===== config.mk =====
export PLATFORM = sky130hd
export DESIGN_NAME = hlf_front
export DESIGN_NICKNAME = d
export VERILOG_FILES = /design/src/hw/rtl/hlf_pkg.sv /design/src/hw/rtl/hlf_front.sv
export SDC_FILE = /design/constraint.sdc
export NUM_CORES = 1
export LEC_CHECK = 0
export BUFFER_PORTS_ARGS = -buffer_cell sky130_fd_sc_hd__buf_2
export CAP_MARGIN = 20
export CORE_UTILIZATION = 25
export DETAILED_ROUTE_END_ITERATION = 16
export GPL_TIMING_DRIVEN = 0
export PLACE_DENSITY_LB_ADDON = 0.15
export REMOVE_ABC_BUFFERS = 1
export SYNTH_ARGS = -nofsm -noshare
export SYNTH_HDL_FRONTEND = slang
export SYNTH_SLANG_ARGS = --single-unit

===== constraint.sdc =====
create_clock -name clock -period 1.4 [get_ports clock]
set_input_delay 0.14 -clock clock [delete_from_list [all_inputs] [get_ports clock]]
set_output_delay 0.14 -clock clock [all_outputs]
set_load 0.1 [all_outputs]

===== src/hw/rtl/hlf_pkg.sv =====
// ----------------------------------------------------------------------------
// hlf_pkg
// Shared types, constants and helpers for the log-space forward step.
// ----------------------------------------------------------------------------
package hlf_pkg;
   localparam int NUM_STATES   = 8;
   localparam int NUM_SYMBOLS  = 16;
   localparam int NUM_CHANNELS = 4;
   localparam int VALUE_BITS   = 24;
   localparam int STATE_BITS   = 3;
   localparam int SYM_BITS     = 4;
   localparam int CH_BITS      = 2;
   localparam int QUEUE_DEPTH  = 2;

   localparam logic signed [VALUE_BITS-1:0] LZ   = {1'b1, {(VALUE_BITS-1){1'b0}}};
   localparam logic signed [VALUE_BITS-1:0] VMAX = {1'b0, {(VALUE_BITS-1){1'b1}}};

   typedef enum logic [1:0] {
      FUNC_LOAD_TRANS = 2'd0,
      FUNC_LOAD_EMIT  = 2'd1,
      FUNC_LOAD_INIT  = 2'd2,
      FUNC_OBSERVE    = 2'd3
   } func_type;

   localparam logic [0:0] CSR_STATES   = 1'd0;
   localparam logic [0:0] CSR_CHANNELS = 1'd1;

   typedef logic signed [VALUE_BITS-1:0] value_type;

   // One observation word as handed from the front part to the engine.
   typedef struct packed {
      logic                  seq_start;
      logic [SYM_BITS-1:0]   sym_0;
      logic [SYM_BITS-1:0]   sym_1;
      logic [SYM_BITS-1:0]   sym_2;
      logic [SYM_BITS-1:0]   sym_3;
   } obs_type;

   // Table write from the front part.
   typedef struct packed {
      logic                  trans_we;
      logic                  emit_we;
      logic                  init_we;
      logic [STATE_BITS-1:0] row;
      logic [SYM_BITS-1:0]   col;
      logic [CH_BITS-1:0]    ch;
      value_type             value;
   } load_type;

   function automatic logic [9:0] corr_lookup(input logic [4:0] k);
      logic [9:0] r;
      case (k)
         5'd0: r = 10'd710;  5'd1: r = 10'd590;  5'd2: r = 10'd485;  5'd3: r = 10'd396;
         5'd4: r = 10'd321;  5'd5: r = 10'd258;  5'd6: r = 10'd206;  5'd7: r = 10'd164;
         5'd8: r = 10'd130;  5'd9: r = 10'd103;  5'd10: r = 10'd81;  5'd11: r = 10'd63;
         5'd12: r = 10'd50;  5'd13: r = 10'd39;  5'd14: r = 10'd30;  5'd15: r = 10'd24;
         5'd16: r = 10'd19;  5'd17: r = 10'd15;  5'd18: r = 10'd11;  5'd19: r = 10'd9;
         5'd20: r = 10'd7;   5'd21: r = 10'd5;   5'd22: r = 10'd4;   5'd23: r = 10'd3;
         5'd24: r = 10'd3;   5'd25: r = 10'd2;   5'd26: r = 10'd2;   5'd27: r = 10'd1;
         5'd28: r = 10'd1;   5'd29: r = 10'd1;   5'd30: r = 10'd1;
         default: r = 10'd0;
      endcase
      return r;
   endfunction

   // Saturating log-domain add; log zero absorbs.
   function automatic value_type ladd(input value_type a, input value_type b);
      logic signed [VALUE_BITS:0] s;
      value_type r;
      s = {a[VALUE_BITS-1], a} + {b[VALUE_BITS-1], b};
      if (a == LZ || b == LZ) r = LZ;
      else if (s <= $signed({LZ[VALUE_BITS-1], LZ})) r = LZ;
      else if (s > $signed({1'b0, VMAX})) r = VMAX;
      else r = s[VALUE_BITS-1:0];
      return r;
   endfunction
endpackage


===== src/hw/rtl/hlf_front.sv =====
// ----------------------------------------------------------------------------
// hlf_front
// Classifies input words: loads become table writes, observations are
// pushed into a short queue toward the engine.
// ----------------------------------------------------------------------------
module hlf_front
   import hlf_pkg::*;
(
   input  logic     clock,
   input  logic     reset,
   input  logic     in_valid,
   output logic     in_ready,
   input  logic [1:0]            in_func,
   input  logic [STATE_BITS-1:0] in_row,
   input  logic [SYM_BITS-1:0]   in_col,
   input  logic [CH_BITS-1:0]    in_ch,
   input  value_type             in_value,
   input  obs_type               in_obs,
   input  logic     eng_idle,
   output load_type load,
   output logic     obs_valid,
   output obs_type  obs,
   input  logic     obs_pop
);
   obs_type    q_ff [QUEUE_DEPTH];
   logic [1:0] cnt_ff, cnt_in;
   logic       rd_ff, wr_ff;
   logic       is_obs, push, load_ok;
   func_type   f;

   assign f        = func_type'(in_func);
   assign is_obs   = (f == FUNC_OBSERVE);
   // A load waits until no observation is queued or in work, so every
   // observation sees exactly the tables written before it.
   assign load_ok  = (cnt_ff == 2'd0) && eng_idle;
   assign in_ready = is_obs ? (cnt_ff != 2'(QUEUE_DEPTH)) : load_ok;
   assign push     = in_valid && in_ready && is_obs;

   always_comb begin
      load.row      = in_row;
      load.col      = in_col;
      load.ch       = in_ch;
      load.value    = in_value;
      load.trans_we = in_valid && in_ready && (f == FUNC_LOAD_TRANS) && !in_col[3];
      load.emit_we  = in_valid && in_ready && (f == FUNC_LOAD_EMIT);
      load.init_we  = in_valid && in_ready && (f == FUNC_LOAD_INIT);
   end

   assign obs_valid = (cnt_ff != 2'd0);
   assign obs       = q_ff[rd_ff];
   assign cnt_in    = cnt_ff + {1'b0, push} - {1'b0, obs_pop};

   always_ff @(posedge clock) begin
      if (reset) begin
         cnt_ff <= '0;
         rd_ff  <= 1'b0;
         wr_ff  <= 1'b0;
      end else begin
         cnt_ff <= cnt_in;
         if (push) wr_ff <= !wr_ff;
         if (obs_pop) rd_ff <= !rd_ff;
      end
      if (push) q_ff[wr_ff] <= in_obs;
   end

   a_no_overflow: assert property (@(posedge clock) disable iff (reset)
      cnt_ff <= 2'(QUEUE_DEPTH)) else $error("observation queue overflow");
   a_no_underflow: assert property (@(posedge clock) disable iff (reset)
      obs_pop |-> obs_valid) else $error("pop from empty queue");
   a_push_counts: assert property (@(posedge clock) disable iff (reset)
      (push && !obs_pop) |=> (cnt_ff == $past(cnt_ff) + 2'd1))
      else $error("queue count lost a push");
endmodule


* Yosys cells after proc, flatten, opt, wreduce, memory -nomap -nowiden *
Memories as Yosys holds them, arrays and structs flattened. A register that Yosys moved wholly into a read port is not among the register bits.
Index checks and enable logic that the tools add are counted.

word-level totals
  flip-flop bits (word level) = 4
  memory bits (writable) = 34
  input bits = 57
  output and inout port bits = 55
  word-level logic and storage cells = 28
  memories = 1

cells by class
  add/sub/neg operators = 2
  equal/unequal tests = 4
  multiplexer cells = 5
  reductions and logical operators = 13

memories
  name  depth  bits a word  rd ports  clocked after memory_dff  write ports  line             source
  q_ff  2      17           1         1                         1            hlf_front.sv:25  obs_type q_ff [QUEUE_DEPTH];

operators by type and width
  cell                                                              number
  1-bit logical AND                                                 7
  1-bit two-way mux                                                 5
  2-bit == test (second input constant)                             2
  2-bit logical NOT                                                 2
  1-bit logical NOT                                                 3
  2-bit by 1-bit adder with 2-bit output                            1
  2-bit by 1-bit == test with 1-bit output (second input constant)  1
  2-bit inequality test (second input constant)                     1
  2-bit nonzero test                                                1
  2-bit by 1-bit subtractor with 2-bit output                       1

* Longest topological paths before layout *
Gate-level depths: netlist of run 1.

  depth in word-level cells = 7
  gate-level depth with buffers = 7
  depth with buffers taken out = 7

* Worst setup path before layout of run 1 *
No wires, ideal clock.

  path type = flip-flop to output port
  start = register cnt_ff[0]
  end = output port load[34] (netlist name)
  data arrival time = 3.386 ns
  data required time = 1.260 ns
  setup slack = -2.126 ns
  stages on the path, launching flop included = 3
  buffers on the path = 0
  path through = dfxtp_1 -> nor2b_4 -> nor4_1

RTL lines
  element                   line             source
  start: declaration        hlf_front.sv:26  logic [1:0] cnt_ff, cnt_in;
  start signal: assignment  hlf_front.sv:59  cnt_ff <= cnt_in;
  end: declaration          hlf_front.sv:20  output load_type load,

==> out/results.ini, run 1 <==
[outcome]
status=finished with violations
violations=setup timing

[floorplan]
rows=30
core_um2=6832
die_y_um=86.33
die-area_um2=7453
die_w_um=86.33
start_util_pct=26.03
io_pins=112

[timing]
finClkSkew_ns=0.004588
rsz0062_at_grt=yes
finalCritPeriodShare_pct=104.9
final_max_slew_viol_count=0
slew_headroom_pct=67.37
setup_ws_ns=-0.06851
setup_viol=38
fmax_mhz=681.0
finalCriticalPeriod_ns=1.469
tightest_slew_ns=0.4928
hold_viol=0

[critical_path]
cp_max_fo=8
cp_data_required_time_ns=1.26
worstPathArrival_ns=1.33
cp_top_family=flip-flops
cp_common_cell=buf_12
cpMaxStageDelayCell=dfxtp_4
crit_path_end_kind=primary output
critPathKind=flop to primary output
path_cells=buf_12 > mux2_4 > buf_12
crit_buf_inv=2
slowest_delay_ns=0.39
crit_path_start_kind=flop

[grt]
grt-busiest-layer=met2
grt-ovfl-total=0
antenna_found_initial=0
first_global_vias=1099
grtUsageMet3_pct=11.90
grt_pass1_wl_um=6506
grt_max_degree=18
use_met2_pct=17.89
grt_usage_pct=12.66
grt_use_met1_pct=13.46

[drt]
drt-pass1-iter-count=4
antenna_left=0
avgRoutedWirePerCell_um=18.10
routed_wirelength_um=4453
vias=1036
via_per_inst=4.211
drcViolationCount=0
drtIter0Drc=38

[clock_tree]
worstSkewPairLatency_ns=0.29
cts_buffers=5
clkTransAtPathRegs_ns=0.08
cts_htree_levels=2
ctsHoldBuffers=0
cts_tree=done
root_buffer=clkbuf_8
cts_buffer_depth=2
clock_sinks=39

[synthesis]
synth_compound_area_share_pct=2.322
ys_seq_area_share_pct=63.05
synth_top_family_by_area=buffers and inverters
syn_area_um2=1778
synth_area_leader_cell=edfxtp_1
syn_inst=124
synthMuxAreaShare_pct=10.77
yosys.area_share.simple_pct=6.193
yosysWarningCount=0
avgSynthCellArea_um2=14.34
synthAdderAreaFrac_pct=0.7037
synth_cell_types=26
synth_area_leaders=edfxtp_1, buf_4, mux2_2
synth_top_area_share_pct=57.42
ys_ff_latch=39
synthXorXnorAreaFrac_pct=1.478

[place]
routabilityCongestion=0.7149
dp_hpwl_um=3039
placed_area_um2=1873
io_buffers=47
dp.cells=232

[power_and_ir_drop]
vdd_drop_max_mv=0.4163
p_leak_nw=0.9587
cellPowerDensity_nw_per_um2=1210

[worst_hold_path]
min_path_type=input pin to flop

[cells_and_area]
drive_gt1_share_pct=65.33
fill_cells=675
stdcell_count=246
mostFrequentLayoutCells=edfxtp_1, buf_2, buf_12
diodes=0
syn2layout_area_growth_pct=40.18
fin_area_um2=2492
layout_commonest_cell=edfxtp_1
fin_nets=207

[flow_run]
max_cap_violations=0

worst paths after layout:
| path | slack, ns | startpoint | cells past startpoint | end |
|---|---|---|---|---|
| worst min register to register | 0.51 | wr_ff$_SDFFE_PP0P_ | 2 | wr_ff$_SDFFE_PP0P_ |
| worst max register to register | -0.07 | cnt_ff[0]$_SDFF_PP0_ | 7 | cnt_ff[1]$_SDFF_PP0_ |
| worst max-delay path | -0.07 | flop | 3 | obs[0] |
| worst min-delay path | 0.03 | in_obs[2] | 1 | q_ff[0][2]$_DFFE_PP_ |
stage by stage:
step	setup WS, ns	utilization, %	TNS (ns)	hold slack, ns	power, W
3_5_place_dp	-0.5090	27.42	-21.94	0.2809	0.002034
5_1_grt	-0.1574	36.48	-4.034	0.01229	0.003148
2_1_floorplan	-2.126	-	-7.929	0.2091	0.001893
6_report	-0.06851	36.48	-1.617	0.03329	0.003016
4_1_cts	-0.08231	35.68	-1.805	0.02435	0.003019
3_3_place_gp	-0.4716	27.42	-20.05	0.2809	0.002024
synth_stat cells:
library cell	n
a21bo_2	1
a21oi_1	1
a22oi_1	1
and3_1	1
and3_2	1
buf_2	1
buf_4	34
dfxtp_1	5
edfxtp_1	34
ha_1	1
inv_1	4
mux2_2	17
nand2_1	2
nand2b_1	1
nand3_1	1
nand3_2	1
nor2_1	5
nor2b_1	1
nor2b_4	1
nor3_1	2
nor4_1	1
o2111ai_1	1
o21ai_0	2
or2_2	1
or3_1	1
xnor2_1	3
final cells by class:
cell class / count / area [um2] / share of cell area [%]
clock buffer: 5 / 68.82 / 2.761
clock inverter: 3 / 15.01 / 0.6024
inverter: 4 / 18.77 / 0.7530
multi-input combinational: 46 / 501.7 / 20.13
sequential: 39 / 1132 / 45.43
tap: 96 / 120.1 / 4.819
timing repair buffer: 53 / 635.6 / 25.50
power by group:
| part | total, W | internal, W | switching (W) |
|---|---|---|---|
| Combinational | 0.000956 | 0.000371 | 0.000585 |
| Sequential | 0.00134 | 0.00131 | 0.0000306 |
| Clock | 0.000720 | 0.000341 | 0.000380 |
| Total | 0.00302 | 0.00202 | 0.000995 |
timing repair:
action                     4_1_cts  5_1_grt
gates resized for setup        106       12
cloned                           0        0
setup buffers                    5        1
setup endpoints to repair       57       56
pin swaps                        1        0
kinds of logic after synthesis:
group | Yosys count
AO/OA/AOI/OAI | 6
XOR/XNOR | 3
adder cells (fa/ha/maj) | 1
buffers and inverters | 39
flip-flops | 39
multiplexers | 17
AND/OR/NAND/NOR | 19
sequential cells by signal, indices dropped and copies added (netlist names), named ones only:
register  count
q_ff         34
wr_ff         1
rd_ff         1
cnt_ff        2
worst register-to-register path, cell delays in order, from the launching register on:
cell and delay [ns]:
dfxtp_4 0.39, nand2b_1 0.13, nand2_1 0.07, xnor2_1 0.13, ha_2 0.18, xnor2_2 0.13, o2111ai_1 0.09, a21bo_2 0.23
per-layer routing:
| metal | share of wire (%) | wire, um | up-vias |
|---|---|---|---|
| li1 | - | - | 452 |
| met1 | 38 | 1686 | 509 |
| met2 | 45 | 2006 | 70 |
| met3 | 16 | 716 | 5 |
| met4 | 0.99 | 44 | 0 |
| met5 | 0 | 0 | - |
(Power assumes the default switching activity.)
==> run 2, diff against run 1 <==
Settings changed: CORE_ASPECT_RATIO from default to 0.6, HOLD_SLACK_MARGIN from default to 0.08.
==> run 2 against run 1 <==
Effect of this change:
- the flow still finishes with violations (setup timing)
- register-to-register slack barely moved
- clock skew barely moved
- final cell count rose by 4.1%
- die area rose by 0.15%
- highest routed layer unchanged
- largest power group unchanged
- critical endpoint is now load[35]
==> out/results.ini, run 2 (synthesis gave the netlist of run 1 again) <==
[grt]
grt_max_degree=18
grt_usage_pct=11.68
grt_pass1_wl_um=6223
grt-ovfl-total=0
first_global_vias=1170
antenna_found_initial=0

[critical_path]
crit_buf_inv=1
reg2reg_depth=5
slowest_delay_ns=0.37
cp_max_fo=6
crit_path_end_kind=primary output
cp_common_cell=nor3_4
cp_data_required_time_ns=1.26
cp_top_family=simple AND/OR/NAND/NOR gates
cpMaxStageDelayCell=dfxtp_4
r2r-start=cnt_ff[0]$_SDFF_PP0_
ff2ff_setup_slack_ns=-0.07
r2r_end=q_ff[0][8]$_DFFE_PP_
critPathKind=flop to primary output
crit_cells=4
crit_path_start_kind=flop
worstPathArrival_ns=1.39
path_cells=nor3_4 > nand3_2 > nor3_4 > buf_12

[cells_and_area]
layout_commonest_cell=edfxtp_1
mostFrequentLayoutCells=edfxtp_1, buf_2, buf_12
multi_input_area_um2=541.8
fin_nets=226
largest_reg_flops=34
fill_cells=612
reg_top3=q_ff x34, cnt_ff x2
postLayoutCoreUtil_pct=40.98
top_register=q_ff
drive_gt1_share_pct=59.17
diodes=0
syn2layout_area_growth_pct=55.88
seqCellArea_um2=1132

[timing]
setup_viol=40
slew_headroom_pct=67.27
tightest_slew_ns=0.4944
final_max_slew_viol_count=0
finalCritPeriodShare_pct=109.2
rsz0062_at_grt=yes
setup_ws_ns=-0.1288
fmax_mhz=654.1
hold_viol=0
finalCriticalPeriod_ns=1.529
finClkSkew_ns=0.004708

[drt]
drt-pass1-iter-count=4
antenna_left=0
routed_wirelength_um=4543
avgRoutedWirePerCell_um=17.75
vias=1107
drtIter0Drc=45
drcViolationCount=0
via_per_inst=4.324

[worst_hold_path]
hold_depth=2
min-delay-start=reset
min_path_type=input pin to flop

[floorplan]
start_util_pct=26.29
die_y_um=67.33
io_pins=112
die_w_um=110.9
core_um2=6763
die-area_um2=7464
rows=23

[clock_tree]
clock_sinks=39
cts_buffers=5
cts_tree=done
cts_htree_levels=2
clkTransAtPathRegs_ns=0.05
worstSkewPairLatency_ns=0.27
root_buffer=clkbuf_16
cts_buffer_depth=2

[outcome]
status=finished with violations
violations=setup timing

[place]
dp_slack_ns=-0.4879
dp_hpwl_um=2866
routabilityCongestion=0.6814
io_buffers=47

[power_and_ir_drop]
p_leak_nw=1.080
vdd_drop_max_mv=0.4560
cellPowerDensity_nw_per_um2=1239

[flow_run]
max_cap_violations=0

run 2: how the worst max path moves through the flow:
stage,startpoint,to
finish,cnt_ff[0]$_SDFF_PP0_,load[35]
global route,cnt_ff[0]$_SDFF_PP0_,load[35]
CTS,cnt_ff[1]$_SDFF_PP0_,load[35]
detailed placement,cnt_ff[0]$_SDFF_PP0_,q_ff[0][12]$_DFFE_PP_
global placement,cnt_ff[0]$_SDFF_PP0_,q_ff[0][11]$_DFFE_PP_
floorplan,cnt_ff[0]$_SDFF_PP0_,load[34]
run 2: what timing repair did:
action | in CTS | in global routing
setup endpoints to repair | 57 | 56
resized for setup | 80 | 44
setup buffers | 5 | 2
hold buffers | 17 | 0
endpoints found under the hold margin | 34 | 0
cloned | 0 | 1
pin swaps | 6 | 8
run 2: cell type report:
cell class                 count  share of cell area (%)
clock buffer                   7                   4.786
clock inverter                 1                  0.1806
inverter                       4                  0.6772
multi-input combinational     46                   19.55
sequential                    39                   40.86
tap                           87                   3.928
timing repair buffer          72                   30.02
run 2: worst reg2reg max path, cell delays in order (launching register included):
cell	delay, ns
dfxtp_4	0.39
buf_4	0.13
nor2b_4	0.05
or3_4	0.35
clkinvlp_4	0.14
buf_12	0.14
run 2: power by group:
part / internal [W] / switching, W / leakage, nW
clock network: 0.000657 / 0.000394 / 0.0679
logic: 0.000425 / 0.000609 / 0.661
registers: 0.00131 / 0.0000363 / 0.352
run 2: metrics by stage:
| step | area, um2 | total power [W] | hold WS [ns] | TNS (ns) | instances |
|---|---|---|---|---|---|
| floorplan | 1518 | 0.001893 | 0.2091 | -7.929 | 89 |
| global placement | 1862 | 0.002022 | 0.2807 | -19.02 | 223 |
| detailed placement | 1862 | 0.002033 | 0.2807 | -21.54 | 223 |
| CTS | 2539 | 0.003321 | 0.09155 | -1.303 | 253 |
| global route | 2771 | 0.003568 | 0.1024 | -3.760 | 256 |
| finish | 2771 | 0.003433 | 0.09329 | -2.126 | 256 |
run 2: layer usage:
layer	track usage, %	wire [um]	part of all wire (%)	up-vias
li1	-	-	-	497
met1	13.36	1893	42	539
met2	16.69	1971	43	67
met3	9.425	661	15	4
met4	2.500	17	0.37	0
met5	2.000	0	0	-
